File: src/rtl/rfsd_pkg.sv
// Shared types and widths for the rotation frame split detector.
package rfsd_pkg;

    localparam int unsigned ANGLE_W = 16;

    typedef logic [ANGLE_W-1:0] angle_t;

    // Held azimuth count, saturating at two
    typedef logic [1:0] hist_count_t;

    localparam hist_count_t HIST_FULL = 2'd2;

    typedef struct packed {
        logic split;
        logic reverse;
    } decision_t;

endpackage

File: src/rtl/rfsd_decide.sv
// Step, direction and frame start crossing decision for one azimuth.
module rfsd_decide
(
    input  rfsd_pkg::angle_t    prev_angle,
    input  rfsd_pkg::angle_t    old_angle,
    input  rfsd_pkg::angle_t    cur_angle,
    input  rfsd_pkg::angle_t    start_angle,
    input  logic                history_full,
    input  logic                reverse_in,
    output rfsd_pkg::decision_t decision
);

    rfsd_pkg::angle_t d1;
    rfsd_pkg::angle_t d2;
    rfsd_pkg::angle_t step;
    logic             old_gt_prev;
    logic             prev_gt_cur;
    logic             cur_gt_prev;
    logic             rev;
    logic             split;

    always_comb
    begin
        old_gt_prev = old_angle > prev_angle;
        prev_gt_cur = prev_angle > cur_angle;
        cur_gt_prev = cur_angle > prev_angle;
        d1 = old_gt_prev ? (old_angle - prev_angle) : (prev_angle - old_angle);
        d2 = prev_gt_cur ? (prev_angle - cur_angle) : (cur_angle - prev_angle);
        step = (d1 > d2) ? d2 : d1;

        // A decreasing neighbour pair that sets the step means reverse rotation
        rev = (old_gt_prev && (d1 == step)) || (prev_gt_cur && (d2 == step));

        if (!rev)
        begin
            if (prev_gt_cur && (d2 > step))
                split = (start_angle > prev_angle) || (start_angle <= cur_angle);
            else
                split = cur_gt_prev && (prev_angle < start_angle)
                        && (cur_angle >= start_angle);
        end
        else
        begin
            if (cur_gt_prev && (d2 > step))
                split = (start_angle < prev_angle) || (start_angle >= cur_angle);
            else
                split = prev_gt_cur && (prev_angle > start_angle)
                        && (cur_angle <= start_angle);
        end

        // Too little history or a zero step: hold the direction, no split
        if (!history_full || (step == '0))
        begin
            decision.split   = 1'b0;
            decision.reverse = reverse_in;
        end
        else
        begin
            decision.split   = split;
            decision.reverse = rev;
        end
    end

endmodule

File: src/rtl/rotation_frame_split_detector.sv
// Top level of the rotation frame split detector: registers, handshakes and history.
// A request is accepted into the input register; its decision is then registered in
// the result register, which raises out_valid and holds until it is taken.
// Throughput: one request per cycle; the input register and the result register
// advance together whenever the result register is empty or being taken.
// Reset (rst_n low, asynchronous): history cleared, forward rotation, frame start
// angle zero, both pipeline registers empty.
module rotation_frame_split_detector
(
    input  logic                    clk,
    input  logic                    rst_n,

    input  logic                    in_valid,
    output logic                    in_stall,
    input  rfsd_pkg::angle_t        azimuth,

    output logic                    out_valid,
    input  logic                    out_stall,
    output logic                    split_frame,
    output logic                    reverse_rotation,

    input  logic                    cfg_valid,
    output logic                    cfg_ready,
    input  rfsd_pkg::angle_t        frame_start_angle
);

    logic                  in_valid_reg;
    rfsd_pkg::angle_t      in_angle_reg;
    logic                  out_valid_reg;
    rfsd_pkg::decision_t   out_reg;
    rfsd_pkg::angle_t      start_reg;
    rfsd_pkg::angle_t      prev_reg;
    rfsd_pkg::angle_t      old_reg;
    rfsd_pkg::hist_count_t count_reg;
    rfsd_pkg::hist_count_t count_next;
    logic                  reverse_reg;
    rfsd_pkg::decision_t   decision;
    logic                  advance;
    logic                  in_take;

    assign advance   = in_valid_reg && (!out_valid_reg || !out_stall);
    assign in_stall  = in_valid_reg && !advance;
    assign in_take   = in_valid && !in_stall;
    assign cfg_ready = 1'b1;

    assign out_valid        = out_valid_reg;
    assign split_frame      = out_reg.split;
    assign reverse_rotation = out_reg.reverse;

    assign count_next = (count_reg == rfsd_pkg::HIST_FULL)
                        ? count_reg : count_reg + 2'd1;

    rfsd_decide u_decide
    (
        .prev_angle   (prev_reg),
        .old_angle    (old_reg),
        .cur_angle    (in_angle_reg),
        .start_angle  (start_reg),
        .history_full (count_reg == rfsd_pkg::HIST_FULL),
        .reverse_in   (reverse_reg),
        .decision     (decision)
    );

    always_ff @(posedge clk or negedge rst_n)
    begin
        if (!rst_n)
        begin
            in_valid_reg  <= 1'b0;
            out_valid_reg <= 1'b0;
            start_reg     <= '0;
            prev_reg      <= '0;
            old_reg       <= '0;
            count_reg     <= '0;
            reverse_reg   <= 1'b0;
        end
        else
        begin
            if (cfg_valid && cfg_ready)
                start_reg <= frame_start_angle;

            if (in_take)
                in_valid_reg <= 1'b1;
            else if (advance)
                in_valid_reg <= 1'b0;

            if (advance)
                out_valid_reg <= 1'b1;
            else if (!out_stall)
                out_valid_reg <= 1'b0;

            // Shift the history and commit the direction as the request moves on
            if (advance)
            begin
                old_reg     <= prev_reg;
                prev_reg    <= in_angle_reg;
                count_reg   <= count_next;
                reverse_reg <= decision.reverse;
            end
        end
    end

    always_ff @(posedge clk)
    begin
        if (in_take)
            in_angle_reg <= azimuth;
        if (advance)
            out_reg <= decision;
    end

endmodule
File: config.mk
export PLATFORM = sky130hd
export DESIGN_NAME = rotation_frame_split_detector
export DESIGN_NICKNAME = d
export VERILOG_FILES = /design/src/rtl/rfsd_pkg.sv /design/src/rtl/rfsd_decide.sv /design/src/rtl/rotation_frame_split_detector.sv
export SDC_FILE = /design/constraint.sdc
export NUM_CORES = 1
export LEC_CHECK = 0
export BUFFER_PORTS_ARGS = -buffer_cell sky130_fd_sc_hd__clkbuf_2
export CORE_ASPECT_RATIO = 1.75
export CORE_MARGIN = 2
export CORE_UTILIZATION = 25
export CTS_BUF_LIST = sky130_fd_sc_hd__clkbuf_4 sky130_fd_sc_hd__clkbuf_8
export DETAILED_ROUTE_END_ITERATION = 10
export PLACE_DENSITY = 0.47
export SYNTH_ARGS = -nofsm -noshare
export SYNTH_HDL_FRONTEND = slang
export SYNTH_SLANG_ARGS = --single-unit
File: constraint.sdc
create_clock -name clk -period 6.9 [get_ports clk]
set_clock_uncertainty 0.2 [all_clocks]
set_input_delay 1.38 -clock clk [delete_from_list [all_inputs] [get_ports clk]]
set_output_delay 1.38 -clock clk [all_outputs]
set_load 0.1 [all_outputs]
* After elaboration in Yosys (flattened, before gate mapping)
Index checks and enable logic that the tools add are counted.
Cells by class: reduce and logical (&&, ||, !) cells 24, equal/unequal tests 4, $add $sub $neg 5, muxes and demuxes 11, bitwise logic cells 1, order comparisons 13
Operators with widths (count):
- 16-bit > comparator | 7
- 16-bit subtractor | 4
- 16-bit 2-to-1 mux | 3
- 16-bit == test | 2
- 16-bit >= comparator | 2
- 16-bit less-or-equal comparator | 2
- 16-bit < comparator | 2
- 16-bit zero test | 1
- 1-bit logical AND | 11
- 1-bit 2-to-1 mux | 8
- 1-bit zero test | 5
- 1-bit logical OR | 5
- 2-bit by 1-bit adder with 2-bit output (second input constant) | 1
- 2-bit == test (second input constant) | 1
- 2-bit by 1-bit inequality test with 1-bit output (second input constant) | 1
- 2-bit AND reduction | 1
- 2-bit nonzero test | 1
- 1-bit inverter | 1
Storage, ports and cells: input bits 37, bits in registers 71, output and inout port bits 5, logic and storage cells 68

* Longest topological paths before layout
Gate-level depths: netlist (run 1).
depth after elaboration 8, mapped depth 38, gate-level depth less buffers 36

* Hierarchy
Synthesis (run 1) repeated with hierarchy kept, for this count alone.
Unflattened totals: cells, all modules 892, area, all modules 7943.9 sq um
Modules (own cells, without submodules):
- rfsd_decide | cells an instance 753, area each 5377.7 sq um, instances 1, seq. area each 0.0 sq um
- rotation_frame_split_detector | cells an instance 139, area each 2566.2 sq um, instances 1, seq. area each 1866.8 sq um

* Worst setup path after synthesis (run 1)
No wires, ideal clock.
kind reg-to-reg, from reg prev_reg[0], to reg out_reg, in the netlist split_frame, data pin, required time 6.552 ns, cell stages (with the launch flop) 39, period minus slack after synthesis 7.068 ns, setup time 0.148 ns, data arrival time 6.719 ns, buffers on the path 2, slack -0.168 ns, cells stage by stage dfrtp_1 -> inv_1 -> ha_1 -> inv_1 -> fa_1 -> nand3_1 -> a21oi_1 -> o21ai_1 -> a21o_1 -> buf_6 -> mux2i_1 -> a2bb2oi_1 -> xnor2_1 -> inv_1 -> ha_1 -> a21o_1 -> a21o_1 -> a211oi_1 -> (+3 left out) -> o21ba_2 -> a21oi_2 -> clkbuf_1 -> nand2_1 -> o21ai_0 -> ha_1 -> a21o_1 -> a21o_1 -> a21oi_1 -> o21ai_0 -> a211oi_1 -> o31ai_1 -> o221ai_1 -> a311oi_1 -> o211ai_1 -> nand2_1 -> o211ai_1 -> mux2i_1
On the way: cells in the longest elaborated chain, start to end 8, elaborated cells between the ends (all ways) 34, those cells by class add/sub: 4; order compare: 9; eq/ne: 2; mux: 6; reduce/logical: 13
Ends and longest elaborated chain:
- start: declaration | RTL line rotation_frame_split_detector.sv:32 | rfsd_pkg::angle_t prev_reg;
- start signal: assignment | RTL line rotation_frame_split_detector.sv:95 | prev_reg <= in_angle_reg;
- 16-bit subtractor, or another cell as far along | RTL line rfsd_decide.sv:27 | d1 = old_gt_prev ? (old_angle - prev_angle) : (prev_angle - old_angle);
- 16-bit 2-to-1 mux (on tied branches) | RTL line rfsd_decide.sv:27, rfsd_decide.sv:28
- 16-bit > comparator | RTL line rfsd_decide.sv:29 | step = (d1 > d2) ? d2 : d1;
- 16-bit 2-to-1 mux | RTL line rfsd_decide.sv:29
- 16-bit > comparator / 16-bit == test (equally long branches) | RTL line rfsd_decide.sv:36, rfsd_decide.sv:44, rfsd_decide.sv:32
- 1-bit logical AND (on tied branches) | RTL line rfsd_decide.sv:36, rfsd_decide.sv:32, rfsd_decide.sv:44
- 1-bit 2-to-1 mux, or another cell as far along | RTL line rfsd_decide.sv:36 | if (prev_gt_cur && (d2 > step))
- 1-bit 2-to-1 mux | RTL line rfsd_decide.sv:34 | if (!rev)
- end signal: assignment | RTL line rotation_frame_split_detector.sv:107 | out_reg <= decision;
- end: declaration | RTL line rotation_frame_split_detector.sv:30 | rfsd_pkg::decision_t out_reg;
Parallel ways exist; a longest one is shown, timed or not. A chain may end at the register's enable or synchronous reset.

* Worst setup path after layout (run 1)
from reg prev_reg[13], to reg reverse_reg
On the way: cells in the longest elaborated chain, start to end 8, elaborated cells between the ends (all ways) 18, those cells by class add/sub: 4; order compare: 3; eq/ne: 2; mux: 4; reduce/logical: 5
Ends and longest elaborated chain:
- 16-bit subtractor, or another cell as far along | RTL line rfsd_decide.sv:27
- 16-bit 2-to-1 mux (on tied branches) | RTL line rfsd_decide.sv:27, rfsd_decide.sv:28
- 16-bit > comparator | RTL line rfsd_decide.sv:29
- 16-bit 2-to-1 mux | RTL line rfsd_decide.sv:29
- 16-bit == test | RTL line rfsd_decide.sv:32 | rev = (old_gt_prev && (d1 == step)) || (prev_gt_cur && (d2 == step));
- 1-bit logical AND | RTL line rfsd_decide.sv:32
- 1-bit logical OR | RTL line rfsd_decide.sv:32
- 1-bit 2-to-1 mux * | RTL line rfsd_decide.sv:52 | if (!history_full || (step == '0))
- end signal: assignment | RTL line rotation_frame_split_detector.sv:97 | reverse_reg <= decision.reverse;
- end: declaration | RTL line rotation_frame_split_detector.sv:36 | logic reverse_reg;
Every way passes the cells marked *; elsewhere a longest branch is shown, timed or not.

==> results of run 1 <==
## critical path: cells and delay by family (launching register included)
kind	cells	cell delay (ns)
xor gates and xnor gates	1	0.25
DFF	1	0.46
buffers and inverters	10	1.30
muxes	3	0.70
adders and majority gates	3	0.84
and+or+nand+nor	6	0.63
AOI/OAI and AO/OA	11	2.37
## repair_timing
action,in CTS,in global routing
gates cloned,0,0
gates resized for setup,23,112
hold buffers,0,0
buffers inserted,4,21
pin swaps,15,49
endpoints found under the setup margin,3,3
## metrics by stage
stage / setup TNS (ns) / total power, mW / utilization / cell area (sq um) / hold slack [ns]
after floorplan: 0 / 2.90 / - / 8060 / 0.254
after global placement: -0.433 / 4.74 / 0.327 / 10300 / 0.275
after detailed placement: -0.715 / 4.76 / 0.327 / 10300 / 0.285
after CTS: 0 / 5.34 / 0.338 / 10700 / 0.304
after global routing: -0.629 / 6.37 / 0.363 / 11500 / 0.330
final: 0 / 5.91 / 0.363 / 11500 / 0.307
## layout make-up
class	count	area [sq um]
Antenna cell	1	2.50
Tap cell	396	495
Sequential cell	71	1870
Timing Repair Buffer	299	2220
Inverter	89	334
Clock inverter	7	95.1
Fill cell	3339	20200
Clock buffer	9	124
Multi-Input combinational cell	749	6340
## Yosys cell counts (20+ instances only)
cell type	count
mux2i_1	22
ha_1	124
inv_1	88
o21ai_0	83
a21o_1	40
nand3_1	23
nor2_1	43
dfrtp_1	53
buf_2	21
nand4_1	20
a21oi_1	61
xnor2_1	24
nand2_1	86
## logic make-up (layout without fill, tap and decap cells)
kind of cell    count (synthesis)  in the layout  synth area share
other cells                     1              2          0.000466
flops                          71             71             0.232
compound gates                291            291             0.238
mux                            42             42            0.0568
buf+inv                       126            404            0.0653
simple gates                  246            246             0.156
xor+xnor                       41             41            0.0490
fa+ha+maj                     128            128             0.203
## metal layers
layer  vias up  share of wire  track usage
met5         -              0            0
met4         0          0.071        0.113
met3       102          0.020       0.0217
met2       170           0.56        0.379
met1      3839           0.34        0.166
li1       3959              -            -
## power groups by stage
| stage | combinational (mW) | sequential [mW] | clock, mW |
|---|---|---|---|
| 2_1_floorplan | 2.33 | 0.571 | 0 |
| 3_3_place_gp | 4.19 | 0.552 | 0 |
| 3_5_place_dp | 4.20 | 0.554 | 0 |
| 4_1_cts | 4.37 | 0.546 | 0.416 |
| 5_1_grt | 5.38 | 0.559 | 0.430 |
| 6_report | 4.96 | 0.550 | 0.400 |
## final timing paths
check / endpoint / cells past startpoint
min in group asynchronous: prev_reg[2] / 2
worst max register to register: reverse_reg / 34
max in group asynchronous: prev_reg[1] / 2
worst min-delay path: reverse_reg / 1
worst max-delay path: reverse_reg / 34
worst min register to register: reverse_reg / 1
==> impl_results.rst, run 1 <==
.. list-table::
   :header-rows: 1

   * - Metric
     - Value
   * - Post-synthesis async set-or-reset flop share
     - 0.746
   * - I/O pin cnt
     - 42
   * - Least setup slack across all paths after layout
     - 0.0384 ns
   * - Initial cell density of the core
     - 0.254
   * - Type of the most critical hold path
     - register to register
   * - Worst setup path startpoint
     - prev_reg[13]
   * - Clk pwr share
     - 0.068
   * - Level count of the clock H-tree
     - 3
   * - Clock Sink Count
     - 71
   * - Hold path startpoint
     - reverse_reg
   * - Total number of vias
     - 8070
   * - YS warnings
     - 0
   * - Power Density
     - 515 nW/um^2
   * - Highest-delay cell along the critical path
     - dfrtp_1
   * - Post-Syn Nets
     - 1111
   * - Leakage
     - 5.38 nW
   * - RD Place Congestion
     - 0.922
   * - Final min period
     - 6.86 ns
   * - Share of total power in combinational logic
     - 0.839
   * - Design internal power
     - 3.11 mW
   * - Number of DRC markers in iteration 0
     - 373
   * - CP peak stage delay
     - 0.46 ns
   * - Type of element launching the critical path
     - register
   * - Slew @ Worst Pin
     - 0.851 ns
   * - Global-route wire length before repair
     - 47000 um
   * - Count of maximum capacitance violations
     - 0
   * - # rows
     - 86
   * - Drt first pass iters
     - 5
   * - Maximum resistive drop on vdd
     - 0.277 mV
   * - Final wirelength
     - 30900 um
   * - Number of buffers added on ports
     - 40
   * - Mapped Cells
     - 946
   * - Worst slack at placement
     - -0.292 ns
   * - Clock tree from TritonCTS
     - yes
   * - Proportion of power drawn by flip-flops and latches
     - 0.093
   * - Horizontal extent of the die
     - 140 um
   * - Launching point of the worst reg2reg path
     - prev_reg[13]
   * - Fraction of final layout cells sized beyond drive strength 1
     - 0.371
   * - Global route overflow
     - 0
   * - Cell occurring most often along the worst timing path
     - buf_4
   * - Pin count of the biggest net entering global routing
     - 54
   * - Most common library cell in the layout ignoring fill and taps
     - buf_4
   * - Clock Latency Late Sink
     - 0.42 ns
   * - Number of hold-slack violations in the final timing report
     - 0
   * - Number of max-slew violations in the final report
     - 0
   * - Antenna violations before repair
     - 1
   * - DRT antenna net count
     - 0
   * - Primary FF master, synth
     - dfrtp_1
   * - Dominant cell type by area after synthesis
     - ha_1
   * - Die ar.
     - 33700 sq um
   * - Layout area overhead
     - 42.7%
   * - Floorplan Core Area
     - 31600 sq um
   * - Peak fanout along the critical path
     - 9
   * - Number of nets in the final layout
     - 1384
   * - Number of non-filler instances in the completed layout
     - 1621
   * - Vertical die dimension
     - 241 um
   * - Number of global-route vias before repair
     - 8709
   * - Syn Area/Cell
     - 8.50 sq um
   * - WP data required
     - 7.01 ns
   * - Switching power
     - 2.80 mW
   * - Critical path start-end classification
     - register to register
   * - Number of vias per cell
     - 4.98
   * - Largest cells by area after synthesis
     - ha_1 19%, dfrtp_1 16%, edfxtp_1 6.7%, o21ai_0 5.2%, inv_1 4.1%
   * - Cts bufs inserted
     - 9
   * - Outcome
     - finished clean
   * - Synth Cell Area
     - 8040 sq um
   * - Critical path capture point type
     - register
   * - Switching share of power
     - 0.474
   * - Post-synth top area share
     - 0.193
   * - Sum of net half-perimeters after detailed placement
     - 25900 um
   * - Per-cell routed wire length
     - 19.1 um
   * - Signal arrival time at the worst endpoint
     - 6.98 ns
   * - Register bit total from synthesis
     - 71
   * - Relative slew margins
     - 0.433
   * - Clock slew at the register clock pins of the worst setup and hold paths
     - 0.10 ns
   * - RSZ-0062 raised after global routing
     - true
   * - Remaining design rule violation count
     - 0
   * - CTS root buf
     - clkbuf_8
   * - Total routing resource utilization after global routing
     - 0.183
   * - Post-route clock period utilization
     - 0.994
   * - Highest-count cells in the layout ignoring fill and taps
     - 249 x buf_4, 105 x ha_1, 85 x nand2_1
   * - Maximum buffer depth of the clock tree
     - 2
   * - Cell Count Post-Placement
     - 1579
   * - Share of synthesized area occupied by flip-flops and latches
     - 0.232
   * - Maximum clock frequency
     - 0.146 GHz
   * - EDFF count, synth
     - 18
   * - R2R Setup Slk
     - 0.04 ns
   * - Endpoints failing setup
     - 0
   * - Distinct cell type count after synthesis
     - 79
Power figures use the tool's default switching activity.
==> run 2: changes to the inputs <==
MAX_ROUTING_LAYER = met4   (was unset)
==> run 2 against run 1 <==
Effect of this change:
- non-clock buffer count up 36
- wire length grew 1.0%
- worst setup slack better by 0.085 ns
- combinational power is 7.5% higher
- cell area rose by 2.9%
- core utilization up 1.1 points
- critical path depth up 1
==> impl_results.rst, run 2 (synthesis results as in run 1) <==
.. list-table::
   :header-rows: 1

   * - Metric
     - Value
   * - Least setup slack across all paths after layout
     - 0.123 ns
   * - Signal arrival time at the worst endpoint
     - 6.75 ns
   * - Total routing resource utilization after global routing
     - 0.187
   * - Clock tree from TritonCTS
     - yes
   * - Number of nets in the final layout
     - 1420
   * - Antenna violations before repair
     - 1
   * - Critical path start-end classification
     - register to register
   * - Number of hold-slack violations in the final timing report
     - 0
   * - CP peak stage delay
     - 0.47 ns
   * - Highest-delay cell along the critical path
     - dfrtp_2
   * - I/O pin cnt
     - 42
   * - Number of max-slew violations in the final report
     - 0
   * - Final wirelength
     - 31200 um
   * - Clock slew at the register clock pins of the worst setup and hold paths
     - 0.09 ns
   * - # rows
     - 86
   * - Endpoints failing setup
     - 0
   * - RSZ-0062 raised after global routing
     - true
   * - Peak fanout along the critical path
     - 5
   * - Vertical die dimension
     - 241 um
   * - Count of maximum capacitance violations
     - 0
   * - Routed length on met2
     - 17900 um
   * - Maximum buffer depth of the clock tree
     - 2
   * - RD Place Congestion
     - 0.918
   * - CTS root buf
     - clkbuf_8
   * - Final min period
     - 6.78 ns
   * - Die ar.
     - 33700 sq um
   * - Level count of the clock H-tree
     - 3
   * - Leakage
     - 5.57 nW
   * - Layout area overhead
     - 46.8%
   * - Number of global-route vias before repair
     - 8548
   * - Global route overflow
     - 0
   * - Number of buffers added on ports
     - 40
   * - Global-route wire length before repair
     - 46500 um
   * - Total area of multi-input combinational cells
     - 6340 sq um
   * - Initial cell density of the core
     - 0.254
   * - Fraction of final layout cells sized beyond drive strength 1
     - 0.389
   * - Post-route clock period utilization
     - 0.982
   * - Sum of net half-perimeters after detailed placement
     - 25800 um
   * - WP data required
     - 6.87 ns
   * - Maximum resistive drop on vdd
     - 0.316 mV
   * - Reg area
     - 1870 sq um
   * - Power Density
     - 531 nW/um^2
   * - Most common library cell in the layout ignoring fill and taps
     - buf_4
   * - DRT antenna net count
     - 0
   * - Per-cell routed wire length
     - 18.8 um
   * - WL met1
     - 10900 um
   * - Horizontal extent of the die
     - 140 um
   * - Cell occurring most often along the worst timing path
     - buf_4
   * - Final setup TNS
     - 0 ns
   * - Total number of vias
     - 8187
   * - Slew @ Worst Pin
     - 0.907 ns
   * - Cts bufs inserted
     - 9
   * - Maximum clock frequency
     - 0.148 GHz
   * - Type of element launching the critical path
     - register
   * - Cell Count Post-Placement
     - 1604
   * - Relative slew margins
     - 0.395
   * - Clock Sink Count
     - 71
   * - Drt first pass iters
     - 9
   * - Floorplan Core Area
     - 31600 sq um
   * - Critical path capture point type
     - register
   * - Remaining design rule violation count
     - 0
   * - Clock Latency Late Sink
     - 0.41 ns
   * - Routed length on met3
     - 574 um
   * - Post-route core utilization
     - 0.373
   * - Number of DRC markers in iteration 0
     - 351
   * - Worst slack at placement
     - -0.448 ns
   * - Highest-count cells in the layout ignoring fill and taps
     - 275 x buf_4, 103 x ha_1, 82 x inv_1, 82 x nand2_1, 73 x o21ai_0
   * - Type of the most critical hold path
     - register to register
   * - Worst hold-check slack
     - 0.312 ns
   * - Outcome
     - finished clean
   * - Number of vias per cell
     - 4.94
   * - Fillers
     - 3281
   * - Highest metal layer used by the detailed router
     - met4
   * - Pin count of the biggest net entering global routing
     - 54
   * - Number of non-filler instances in the completed layout
     - 1657
==> run 2: power by group <==
group | internal, mW | switching [mW]
sequential | 0.498 | 0.0503
clock | 0.204 | 0.189
combinational | 2.65 | 2.68
total | 3.36 | 2.92
==> run 2: repair_timing <==
action,4_1_cts,5_1_grt
setup endpoints to repair,3,3
resized for setup,42,105
pin swaps,21,68
hold buffers,0,0
setup buffers,6,31
cloned,0,1
==> run 2: critical path: cells and delay by family, from the launching register on <==
family	cells	cell delay, ns
AND/OR/NAND/NOR	6	1.07
multiplexers	2	0.28
AO/OA/AOI/OAI	15	2.45
adder cells (fa/ha/maj)	3	0.75
buffers and inverters	9	1.29
flip-flops	1	0.47
==> run 2: path summary, 6_finish.rpt <==
kind / start / endpoint / slack [ns] / depth (start not counted)
worst max-delay path: prev_reg[0] / split_frame / 0.12 / 35
worst min-delay path: in_valid_reg / out_valid / 0.31 / 1
worst max register to register: prev_reg[0] / split_frame / 0.12 / 35
worst min register to register: in_valid_reg / out_valid / 0.31 / 1
max in group asynchronous: rst_n / prev_reg[9] / 5.03 / 2
min in group asynchronous: rst_n / prev_reg[2] / 0.91 / 2
==> run 2: final cells by class <==
| type | instances | area share |
|---|---|---|
| diodes | 1 | 0.000212 |
| flip-flops and latches | 71 | 0.158 |
| multi-input cells | 749 | 0.537 |
| clock inverters | 7 | 0.00805 |
| inverters | 89 | 0.0285 |
| clock buffers | 9 | 0.0105 |
| well taps | 396 | 0.0420 |
| repair buffers | 335 | 0.216 |
==> run 2: metal layers <==
layer  global-route usage  vias to the layer above
met3               0.0184                       87
li1                     -                     4035
met4                0.106                        0
met1                0.168                     3916
met5                    -                        -
met2                0.376                      149
==> run 2: per-stage QoR <==
stage / power (mW) / instance area, sq um
2_1_floorplan: 2.90 / 8060
3_3_place_gp: 4.82 / 10500
3_5_place_dp: 4.81 / 10500
4_1_cts: 5.45 / 11000
5_1_grt: 6.70 / 11800
6_report: 6.27 / 11800
==> run 3: changes to the inputs <==
CELL_PAD_IN_SITES_DETAIL_PLACEMENT = 0   (was unset)
CELL_PAD_IN_SITES_GLOBAL_PLACEMENT = 1   (was unset)
PLACE_DENSITY = 0.56   (was 0.47)
clock period = 6.2 ns   (was 6.9 ns; I/O delays follow)
==> run 3 against run 2 <==
Effect of this change:
- the flow now finishes with violations (negative setup slack)
- register-to-register slack got worse by 0.89 ns
- sequential share of layout area down 0.70 points
- cell count is 4.7% higher
- cell area is 4.8% higher
- hold slack worse by 0.013 ns
- maximum frequency shrank 2.7%
- clock power is 2% higher
- critical path type unchanged
==> impl_results.rst, run 3 (synthesis results as in run 1) <==
.. list-table::
   :header-rows: 1

   * - Metric
     - Value
   * - Outcome
     - complete, but fails checks
   * - Violated checks
     - negative setup slack
   * - WP buf/inv
     - 17
   * - Vertical die dimension
     - 241 um
   * - Total routing resource utilization after global routing
     - 0.201
   * - Floorplan Core Area
     - 31600 sq um
   * - Clock slew at the register clock pins of the worst setup and hold paths
     - 0.10 ns
   * - Final wirelength
     - 32700 um
   * - Global route overflow
     - 0
   * - Quantity of hold-fixing buffers added after cts
     - 0
   * - Per-cell routed wire length
     - 18.9 um
   * - Number of nets in the final layout
     - 1498
   * - Highest-delay cell along the critical path
     - dfrtp_1
   * - Signal arrival time at the worst endpoint
     - 7.06 ns
   * - Type of element launching the critical path
     - register
   * - Cts bufs inserted
     - 9
   * - CTS root buf
     - clkbuf_8
   * - Critical path capture point type
     - register
   * - Cell occurring most often along the worst timing path
     - buf_4
   * - Total number of vias
     - 8474
   * - Sum of net half-perimeters after detailed placement
     - 27300 um
   * - WP data required
     - 6.29 ns
   * - Level count of the clock H-tree
     - 3
   * - Clock Sink Count
     - 71
   * - Number of DRC markers in iteration 0
     - 364
   * - RD Place Congestion
     - 0.930
   * - Maximum resistive drop on vdd
     - 0.323 mV
   * - RSZ-0062 raised after global routing
     - true
   * - Number of global-route vias before repair
     - 9060
   * - Clock Latency Late Sink
     - 0.41 ns
   * - Maximum buffer depth of the clock tree
     - 2
   * - Number of buffers added on ports
     - 40
   * - Horizontal extent of the die
     - 140 um
   * - Endpoints failing setup
     - 3
   * - Global-route wire length before repair
     - 49700 um
   * - # rows
     - 86
   * - Antenna violations before repair
     - 1
   * - Largest delay share family, worst path
     - buffers and inverters
   * - Number of hold-slack violations in the final timing report
     - 0
   * - Initial cell density of the core
     - 0.254
   * - Final min period
     - 6.97 ns
   * - DRT antenna net count
     - 0
   * - Remaining design rule violation count
     - 0
   * - Clock tree from TritonCTS
     - yes
   * - Drt first pass iters
     - 5
   * - Post-route clock period utilization
     - 1.12
   * - Count of maximum capacitance violations
     - 0
   * - Slew @ Worst Pin
     - 0.868 ns
   * - Least setup slack across all paths after layout
     - -0.767 ns
   * - Die ar.
     - 33700 sq um
   * - Number of max-slew violations in the final report
     - 0
   * - Type of the most critical hold path
     - register to register
   * - Most common library cell in the layout ignoring fill and taps
     - buf_4
   * - Layout area overhead
     - 53.9%
   * - Highest-count cells in the layout ignoring fill and taps
     - 357 x buf_4, 105 x ha_1, 85 x nand2_1
   * - Fillers
     - 3294
   * - Worst slack at placement
     - -1.19 ns
   * - Leakage
     - 5.95 nW
   * - Fraction of final layout cells sized beyond drive strength 1
     - 0.430
   * - I/O pin cnt
     - 42
   * - Maximum clock frequency
     - 0.144 GHz
   * - CP peak stage delay
     - 0.44 ns
   * - Number of vias per cell
     - 4.88
   * - Post-route core utilization
     - 0.391
   * - Peak fanout along the critical path
     - 5
   * - Pin count of the biggest net entering global routing
     - 54
   * - Critical path start-end classification
     - register to register
   * - Relative slew margins
     - 0.421
   * - Power Density
     - 605 nW/um^2
==> run 3: routing by layer <==
metal  vias to the layer above  wire, um  GRT usage
met1                      4019     11400      0.177
met5                         -         0          -
met2                       164     18300      0.394
li1                       4189         -          -
met4                         0      2450      0.144
met3                       102       544     0.0176
==> run 3: per-stage QoR <==
step	area, sq um	std cells	hold WS (ns)	setup TNS, ns	total power [mW]
after detailed placement	11000	1658	0.286	-3.30	5.60
after CTS	12100	1721	0.303	-1.41	6.91
after floorplan	8140	946	0.254	-0.206	3.35
after global routing	12400	1735	0.339	-2.84	7.97
after global placement	11000	1658	0.282	-3.42	5.59
final	12400	1735	0.300	-2.16	7.49
==> run 3: worst paths after layout <==
kind	from	end	slack, ns	cells past startpoint
setup / recovery	prev_reg[0]	reverse_reg	-0.77	35
hold / removal	in_valid_reg	out_valid	0.30	1
setup reg to reg	prev_reg[0]	reverse_reg	-0.77	35
hold reg to reg	in_valid_reg	out_valid	0.30	1
max in group asynchronous	rst_n	prev_reg[8]	4.44	2
min in group asynchronous	rst_n	prev_reg[2]	0.77	2
==> run 3: repair_timing <==
item / 4_1_cts / 5_1_grt
endpoints found under the setup margin: 3 / 3
hold endpoints to repair: 0 / 0
pin swaps: 56 / 58
gates resized for setup: 92 / 45
gates cloned: 0 / 0
buffers inserted: 48 / 13
==> run 3: where the power goes <==
part | internal [mW] | total, mW | switching [mW]
logic | 3.28 | 6.48 | 3.20
clock network | 0.192 | 0.401 | 0.209
registers | 0.555 | 0.613 | 0.0582
total | 4.03 | 7.49 | 3.47
==> run 3: layout make-up <==
class / count / area (sq um) / share of cell area
repair buffers: 413 / 3070 / 0.248
inverters: 89 / 334 / 0.0270
flip-flops and latches: 71 / 1870 / 0.151
diodes: 1 / 2.50 / 0.000202
clock inverters: 6 / 68.8 / 0.00556
clock buffers: 10 / 131 / 0.0106
multi-input cells: 749 / 6410 / 0.517
well taps: 396 / 495 / 0.0400
